--- src/design/first_fit_slot_allocator_top_assert.svh ---
// ----------------------------------------------------------------------------
// first_fit_slot_allocator_top_assert.svh
// Assertion macros used by the allocator controller.
// ----------------------------------------------------------------------------
`ifndef FIRST_FIT_SLOT_ALLOCATOR_TOP_ASSERT_SVH
`define FIRST_FIT_SLOT_ALLOCATOR_TOP_ASSERT_SVH

`ifndef ASSERT_OFF
`define FFSA_ASSERT(lbl, clk, rst, prop) \
   lbl: assert property (@(posedge clk) disable iff (rst) (prop)) \
      else $error("ffsa assertion failed");
`define FFSA_ASSERT_NEXT(lbl, clk, rst, ante, cons) \
   lbl: assert property (@(posedge clk) disable iff (rst) (ante) |=> (cons)) \
      else $error("ffsa sequence assertion failed");
`else
`define FFSA_ASSERT(lbl, clk, rst, prop)
`define FFSA_ASSERT_NEXT(lbl, clk, rst, ante, cons)
`endif

`endif

--- src/design/ffsa_pkg.sv ---
// ----------------------------------------------------------------------------
// ffsa_pkg
// Widths, codes and control/status types of the first-fit slot allocator.
// ----------------------------------------------------------------------------
package ffsa_pkg;

   localparam int SLOTS_PER_SECTION = 4096;
   localparam int NUM_SECTIONS      = 4;
   localparam int MAX_RUN           = 8;

   localparam int CMD_W   = 3;
   localparam int SEC_W   = $clog2(NUM_SECTIONS);
   localparam int ADDR_W  = $clog2(SLOTS_PER_SECTION);
   localparam int SIZE_W  = $clog2(SLOTS_PER_SECTION + 1);
   localparam int LEN_W   = $clog2(MAX_RUN + 1);
   localparam int OFS_W   = $clog2(MAX_RUN);
   localparam int ID_W    = 16;
   localparam int TAG_W   = 16;
   localparam int STAT_W  = 2;
   localparam int CNT_W   = LEN_W;

   // One memory row holds MAX_RUN slots, so a run touches at most two rows.
   localparam int ROW_SLOTS = MAX_RUN;
   localparam int ROWS_PER_SEC = SLOTS_PER_SECTION / ROW_SLOTS;
   localparam int RIS_W    = $clog2(ROWS_PER_SEC);
   localparam int TOT_ROWS = ROWS_PER_SEC * NUM_SECTIONS;
   localparam int ROW_AW   = $clog2(TOT_ROWS);
   localparam int OWN_ROW_W = ID_W * ROW_SLOTS;
   localparam int TAG_ROW_W = TAG_W * ROW_SLOTS;

   localparam logic [CMD_W-1:0] CMD_CLEAR = 3'd0;
   localparam logic [CMD_W-1:0] CMD_ALLOC = 3'd1;
   localparam logic [CMD_W-1:0] CMD_FREE  = 3'd2;
   localparam logic [CMD_W-1:0] CMD_MARK  = 3'd3;
   localparam logic [CMD_W-1:0] CMD_QUERY = 3'd4;

   localparam logic [STAT_W-1:0] ST_OK      = 2'd0;
   localparam logic [STAT_W-1:0] ST_NOSPACE = 2'd1;
   localparam logic [STAT_W-1:0] ST_BADADDR = 2'd2;
   localparam logic [STAT_W-1:0] ST_MIXED   = 2'd3;

   localparam logic [1:0] RS_CLR  = 2'd0;
   localparam logic [1:0] RS_SCAN = 2'd1;
   localparam logic [1:0] RS_A    = 2'd2;
   localparam logic [1:0] RS_B    = 2'd3;

   typedef struct packed {
      logic              capture;
      logic              clr_step;
      logic              reload;
      logic              scan_start;
      logic              scan_step;
      logic              latch_a;
      logic              latch_b;
      logic              exec;
      logic              commit;
      logic              load_rsp;
      logic              wr_own;
      logic              wr_tag;
      logic              set_stat;
      logic [STAT_W-1:0] stat_code;
      logic [1:0]        ram_sel;
   } ctl_type;

   typedef struct packed {
      logic is_clear;
      logic bad;
      logic nospace;
      logic is_alloc;
      logic scan_hit;
      logic scan_miss;
      logic skip_write;
      logic clr_last;
   } sts_type;

   function automatic logic [SIZE_W-1:0] eff_size(input logic [SIZE_W-1:0] r);
      return (r > SIZE_W'(SLOTS_PER_SECTION)) ? SIZE_W'(SLOTS_PER_SECTION) : r;
   endfunction

endpackage

--- src/design/ffsa_ctrl.sv ---
// ----------------------------------------------------------------------------
// ffsa_ctrl
// Sequencer of the allocator: clearing pass, decode, scan, read-modify-write.
// ----------------------------------------------------------------------------
`include "first_fit_slot_allocator_top_assert.svh"

module ffsa_ctrl (
   input  logic             clock,
   input  logic             reset,
   input  logic             req_valid,
   output logic             req_ready,
   output logic             rsp_valid,
   input  logic             rsp_ready,
   input  ffsa_pkg::sts_type sts,
   output ffsa_pkg::ctl_type ctl
);
   import ffsa_pkg::*;

   localparam logic [3:0] S_CLR  = 4'd0;
   localparam logic [3:0] S_IDLE = 4'd1;
   localparam logic [3:0] S_DEC  = 4'd2;
   localparam logic [3:0] S_SCAN = 4'd3;
   localparam logic [3:0] S_RDA  = 4'd4;
   localparam logic [3:0] S_RDB  = 4'd5;
   localparam logic [3:0] S_LAT  = 4'd6;
   localparam logic [3:0] S_EXEC = 4'd7;
   localparam logic [3:0] S_WRA  = 4'd8;
   localparam logic [3:0] S_WRB  = 4'd9;
   localparam logic [3:0] S_RESP = 4'd10;

   logic [3:0] state_ff, state_in;
   logic       clr_cmd_ff, clr_cmd_in;
   logic       rsp_valid_ff;

   always_comb begin
      ctl        = '0;
      state_in   = state_ff;
      clr_cmd_in = clr_cmd_ff;
      case (state_ff)
         S_CLR: begin
            ctl.ram_sel  = RS_CLR;
            ctl.wr_own   = 1'b1;
            ctl.clr_step = 1'b1;
            if (sts.clr_last) begin
               clr_cmd_in = 1'b0;
               if (clr_cmd_ff) begin
                  ctl.reload = 1'b1;
                  state_in   = S_RESP;
               end else begin
                  state_in = S_IDLE;
               end
            end
         end
         S_IDLE: begin
            if (req_valid) begin
               ctl.capture = 1'b1;
               state_in    = S_DEC;
            end
         end
         S_DEC: begin
            if (sts.is_clear) begin
               clr_cmd_in = 1'b1;
               state_in   = S_CLR;
            end else if (sts.bad) begin
               ctl.set_stat  = 1'b1;
               ctl.stat_code = ST_BADADDR;
               state_in      = S_RESP;
            end else if (sts.nospace) begin
               ctl.set_stat  = 1'b1;
               ctl.stat_code = ST_NOSPACE;
               state_in      = S_RESP;
            end else if (sts.is_alloc) begin
               ctl.scan_start = 1'b1;
               state_in       = S_SCAN;
            end else begin
               state_in = S_RDA;
            end
         end
         S_SCAN: begin
            ctl.ram_sel   = RS_SCAN;
            ctl.scan_step = 1'b1;
            if (sts.scan_hit) begin
               state_in = S_RDA;
            end else if (sts.scan_miss) begin
               ctl.set_stat  = 1'b1;
               ctl.stat_code = ST_NOSPACE;
               state_in      = S_RESP;
            end
         end
         S_RDA: begin
            ctl.ram_sel = RS_A;
            state_in    = S_RDB;
         end
         S_RDB: begin
            ctl.ram_sel = RS_B;
            ctl.latch_a = 1'b1;
            state_in    = S_LAT;
         end
         S_LAT: begin
            ctl.latch_b = 1'b1;
            state_in    = S_EXEC;
         end
         S_EXEC: begin
            ctl.exec = 1'b1;
            state_in = sts.skip_write ? S_RESP : S_WRA;
         end
         S_WRA: begin
            ctl.ram_sel = RS_A;
            ctl.wr_own  = 1'b1;
            ctl.wr_tag  = 1'b1;
            state_in    = S_WRB;
         end
         S_WRB: begin
            ctl.ram_sel = RS_B;
            ctl.wr_own  = 1'b1;
            ctl.wr_tag  = 1'b1;
            ctl.commit  = 1'b1;
            state_in    = S_RESP;
         end
         S_RESP: begin
            if (!rsp_valid_ff || rsp_ready) begin
               ctl.load_rsp = 1'b1;
               state_in     = S_IDLE;
            end
         end
         default: begin
            state_in = S_IDLE;
         end
      endcase
   end

   always_ff @(posedge clock) begin
      if (reset) begin
         state_ff     <= S_CLR;
         clr_cmd_ff   <= 1'b0;
         rsp_valid_ff <= 1'b0;
      end else begin
         state_ff   <= state_in;
         clr_cmd_ff <= clr_cmd_in;
         if (ctl.load_rsp) begin
            rsp_valid_ff <= 1'b1;
         end else if (rsp_ready) begin
            rsp_valid_ff <= 1'b0;
         end
      end
   end

   assign req_ready = (state_ff == S_IDLE);
   assign rsp_valid = rsp_valid_ff;

   `FFSA_ASSERT(a_hit_miss_excl, clock, reset, !(sts.scan_hit && sts.scan_miss))
   `FFSA_ASSERT_NEXT(a_accept_decode, clock, reset, req_valid && req_ready, state_ff == S_DEC)
   `FFSA_ASSERT_NEXT(a_resp_load, clock, reset, state_ff == S_RESP && !rsp_valid_ff, rsp_valid_ff)
   `FFSA_ASSERT(a_idle_no_write, clock, reset, !(state_ff == S_IDLE && (ctl.wr_own || ctl.wr_tag)))
endmodule

--- config.mk ---
export PLATFORM = sky130hd
export DESIGN_NAME = ffsa_ctrl
export DESIGN_NICKNAME = d
export VERILOG_FILES = /design/src/design/ffsa_pkg.sv /design/src/design/ffsa_ctrl.sv
export VERILOG_INCLUDE_DIRS = /design/src /design/src/design
export SDC_FILE = /design/constraint.sdc
export NUM_CORES = 1
export LEC_CHECK = 0
export ABC_CLOCK_PERIOD_IN_PS = 1900
export BUFFER_PORTS_ARGS = -buffer_cell sky130_fd_sc_hd__buf_2
export CAP_MARGIN = 40
export CORE_MARGIN = 2
export CORE_UTILIZATION = 43
export CTS_CLUSTER_DIAMETER = 30
export DETAILED_ROUTE_END_ITERATION = 6
export GPL_ROUTABILITY_DRIVEN = 0
export PLACE_DENSITY = 0.85
export REMOVE_ABC_BUFFERS = 1
export SYNTH_ARGS = -nofsm -noshare
export SYNTH_HDL_FRONTEND = slang
export SYNTH_SLANG_ARGS = --single-unit
--- constraint.sdc ---
create_clock -name clock -period 1.9 [get_ports clock]
set_input_delay 0 -clock clock [delete_from_list [all_inputs] [get_ports clock]]
set_output_delay 0 -clock clock [all_outputs]
set_load 0.02 [all_outputs]
==> impl_metrics.csv <==
group,metric,value,unit
status,status,"completed",
setup_path,reg2reg_depth,4,
setup_path,r2r-start,"state_ff[3]",
yosys,postSynthCellCount,84,
yosys,synth_cell_types,44,
setup_path,cp_max_fo,15,
routing,wirelength,1730,um
clock_network,clockBufferDepth,2,
clock_network,post_cts_buffers,0,
global_routing,grt_pass1_vias,658,
setup_path,cp.required,1900,ps
routing,vias,763,
cells_and_area,final-seq-area,120,um2
clock_network,path_clk_slew,40,ps
setup_path,cp_common_cell,"nor2_1",
routing,viasPerCell,5.82,
run,drv_cap,0,
global_routing,grt-ovfl-total,0,
clock_network,insertion_delay,240,ps
sta,period_needed,1770,ps
sta,worstMarginPinSlew,502,ps
global_routing,grt_max_degree,16,
setup_path,worstPathCellList,"or3b_2, clkinv_1, nor2_1, nor2_1, buf_2",
cells_and_area,diodes,0,
clock_network,numCtsBuffers,3,
clock_network,root_buffer,"clkbuf_4",
yosys,synth_area,594,um2
routing,antenna_left,0,
setup_path,worstSetupStartpointType,"register",
cells_and_area,fillers,134,
sta,fin_crit_sh,0.931,
sta,layout_setup_ws,131,ps
routing,post-route-drc-count,0,
pwr,ir_drop,471,uV
cells_and_area,layout_common_cells,"30 x buf_2, 14 x nor2_1, 6 x nand2_1, 6 x dfxtp_1, 5 x o21ai_0",
clock_network,post_cts_resized,0,
setup_path,cpPeakStageDelay,620,ps
floorplanning,die_area,1700,um2
pwr,powerDensity,884,nW/um2
setup_path,worstSetupPathType,"register to primary output",
clock_network,cts.sinks,6,
place,hpwl,1390,um
cells_and_area,nets,130,
global_routing,track_usage,0.242,
sta,setup_tns,0,ps
cells_and_area,multiInputGateArea,447,um2
floorplanning,dieWidth,41.2,um
floorplanning,die_h,41.2,um
yosys,synth_flop_cell,"dfxtp_1",
cells_and_area,area_delta_synth_final,33.3,%
min_path,whs_path_depth,2,
floorplanning,rows,13,
sta,maxSlewHeadroom,0.665,
clock_network,tritoncts,"done",
floorplanning,ios,31,
sta,setup_viol,0,
routing,drtIter0Drc,20,
min_path,hold_path_end,"rsp_valid",
yosys,ys_seq_area_frac,0.202,
clock_network,cts-htree-levels,1,
cells_and_area,layout_commonest_cell,"buf_2",
setup_path,critPathBufInv,2,
yosys,avgSynthCellArea,7.08,um2
floorplanning,start_util,0.457,
setup_path,cp.arrival,1770,ps
sta,fin_skew,0.482,ps
place,io_buffer_count,30,
setup_path,reg2reg_setup_slack,220,ps
setup_path,crit_family,"simple AND/OR/NAND/NOR gates",
global_routing,antenna_found_initial,0,
min_path,hp-class,"input port to register",
routing,wl_per_cell,13.2,um
sta,fmax,0.565,GHz
min_path,hp-start,"reset",
cells_and_area,drive_gt1_frac,0.371,
cells_and_area,finalInstanceArea,792,um2
clock_network,ctsHoldBuffers,0,
setup_path,end_kind,"primary output",
place,place_ws,238,ps
floorplanning,core_area,1300,um2
setup_path,rr_endpoint,"state_ff[0]",
place,placed_area,769,um2
global_routing,grt_first_pass_wirelength,2750,um
yosys,ys_seq_elements,6,
pwr,p_leak,0.396,nW
sta,finalHoldViolCount,0,
routing,dr.pass1.iters,4,
yosys,yosys_warnings,0,
yosys,synth_edf_count,0,
yosys,async_reset_ff_frac,0,
sta,rsz0062_at_grt,"no",
pwr,finalPower,700,uW
sta,drv_slew,0,
setup_path,slowest_stage,"dfxtp_1",
[power by group]
group	leakage [nW]	switching [mW]	total, mW	internal, mW
sequential	0.0488	0.0356	0.180	0.144
clock	0.0138	0.0407	0.112	0.0711
combinational	0.333	0.244	0.408	0.164
[cell families after synthesis]
family                 share of synthesized area
XOR/XNOR                                  0.0147
flip-flops                                 0.202
AND/OR/NAND/NOR                            0.461
buffers and inverters                     0.0463
multiplexers                              0.0189
AO/OA/AOI/OAI                              0.257
[synth_stat cells (2+ instances only)]
library cell | instances | area, um2
and2_1 | 2 | 12.5
nand2b_1 | 3 | 18.8
o211a_1 | 2 | 20.0
nand3b_1 | 2 | 15.0
buf_1 | 2 | 7.51
nand2_1 | 6 | 22.5
nor3_1 | 4 | 20.0
dfxtp_1 | 6 | 120
o21ai_0 | 5 | 25.0
nor2_1 | 14 | 52.6
and3_1 | 2 | 12.5
nor2b_1 | 2 | 12.5
a21oi_1 | 3 | 15.0
[stage by stage]
| stage | cells | hold WS, ps | util |
|---|---|---|---|
| global placement | 128 | 257 | 0.591 |
| floorplan | 80 | 69.1 | - |
| finish | 131 | 24.3 | 0.609 |
| CTS | 131 | 9.38 | 0.609 |
| global route | 131 | 14.1 | 0.609 |
| detailed placement | 128 | 266 | 0.591 |
[routing by layer]
| layer | global-route usage | vias to the layer above | share of wire |
|---|---|---|---|
| met5 | 0 | - | 0 |
| met3 | 0.0652 | 0 | 0.083 |
| met2 | 0.430 | 41 | 0.51 |
| met1 | 0.296 | 347 | 0.41 |
| li1 | - | 375 | - |
| met4 | 0.0323 | 0 | 0 |
[worst reg2reg max path: stages, from the launching register on]
cell      delay (ps)
dfxtp_1          450
nand2b_1         310
or4_4            470
nor2b_1          150
a211oi_1         210
[area by class of cell]
cell class,instances,share of cell area
Tap cell,15,0.0237
Multi-Input combinational cell,71,0.564
Clock buffer,3,0.0284
Sequential cell,6,0.152
Inverter,3,0.0142
Timing Repair Buffer,33,0.218
[sequential cells by signal (all words and copies together), names as in the netlist]
| register | count |
|---|---|
| state_ff | 4 |
| clr_cmd_ff | 1 |
| rsp_valid | 1 |
[worst max path at each step]
| stage | start | endpoint | slack, ps | cells after the start |
|---|---|---|---|---|
| floorplan | state_ff[1] | state_ff[1] | 330 | 4 |
| global placement | state_ff[3] | state_ff[1] | 320 | 4 |
| detailed placement | state_ff[3] | state_ff[0] | 240 | 4 |
| CTS | state_ff[3] | ctl[0] | 130 | 5 |
| global route | state_ff[3] | ctl[0] | 10 | 5 |
| finish | state_ff[3] | ctl[0] | 130 | 5 |
Power figures use the tool's default switching activity.
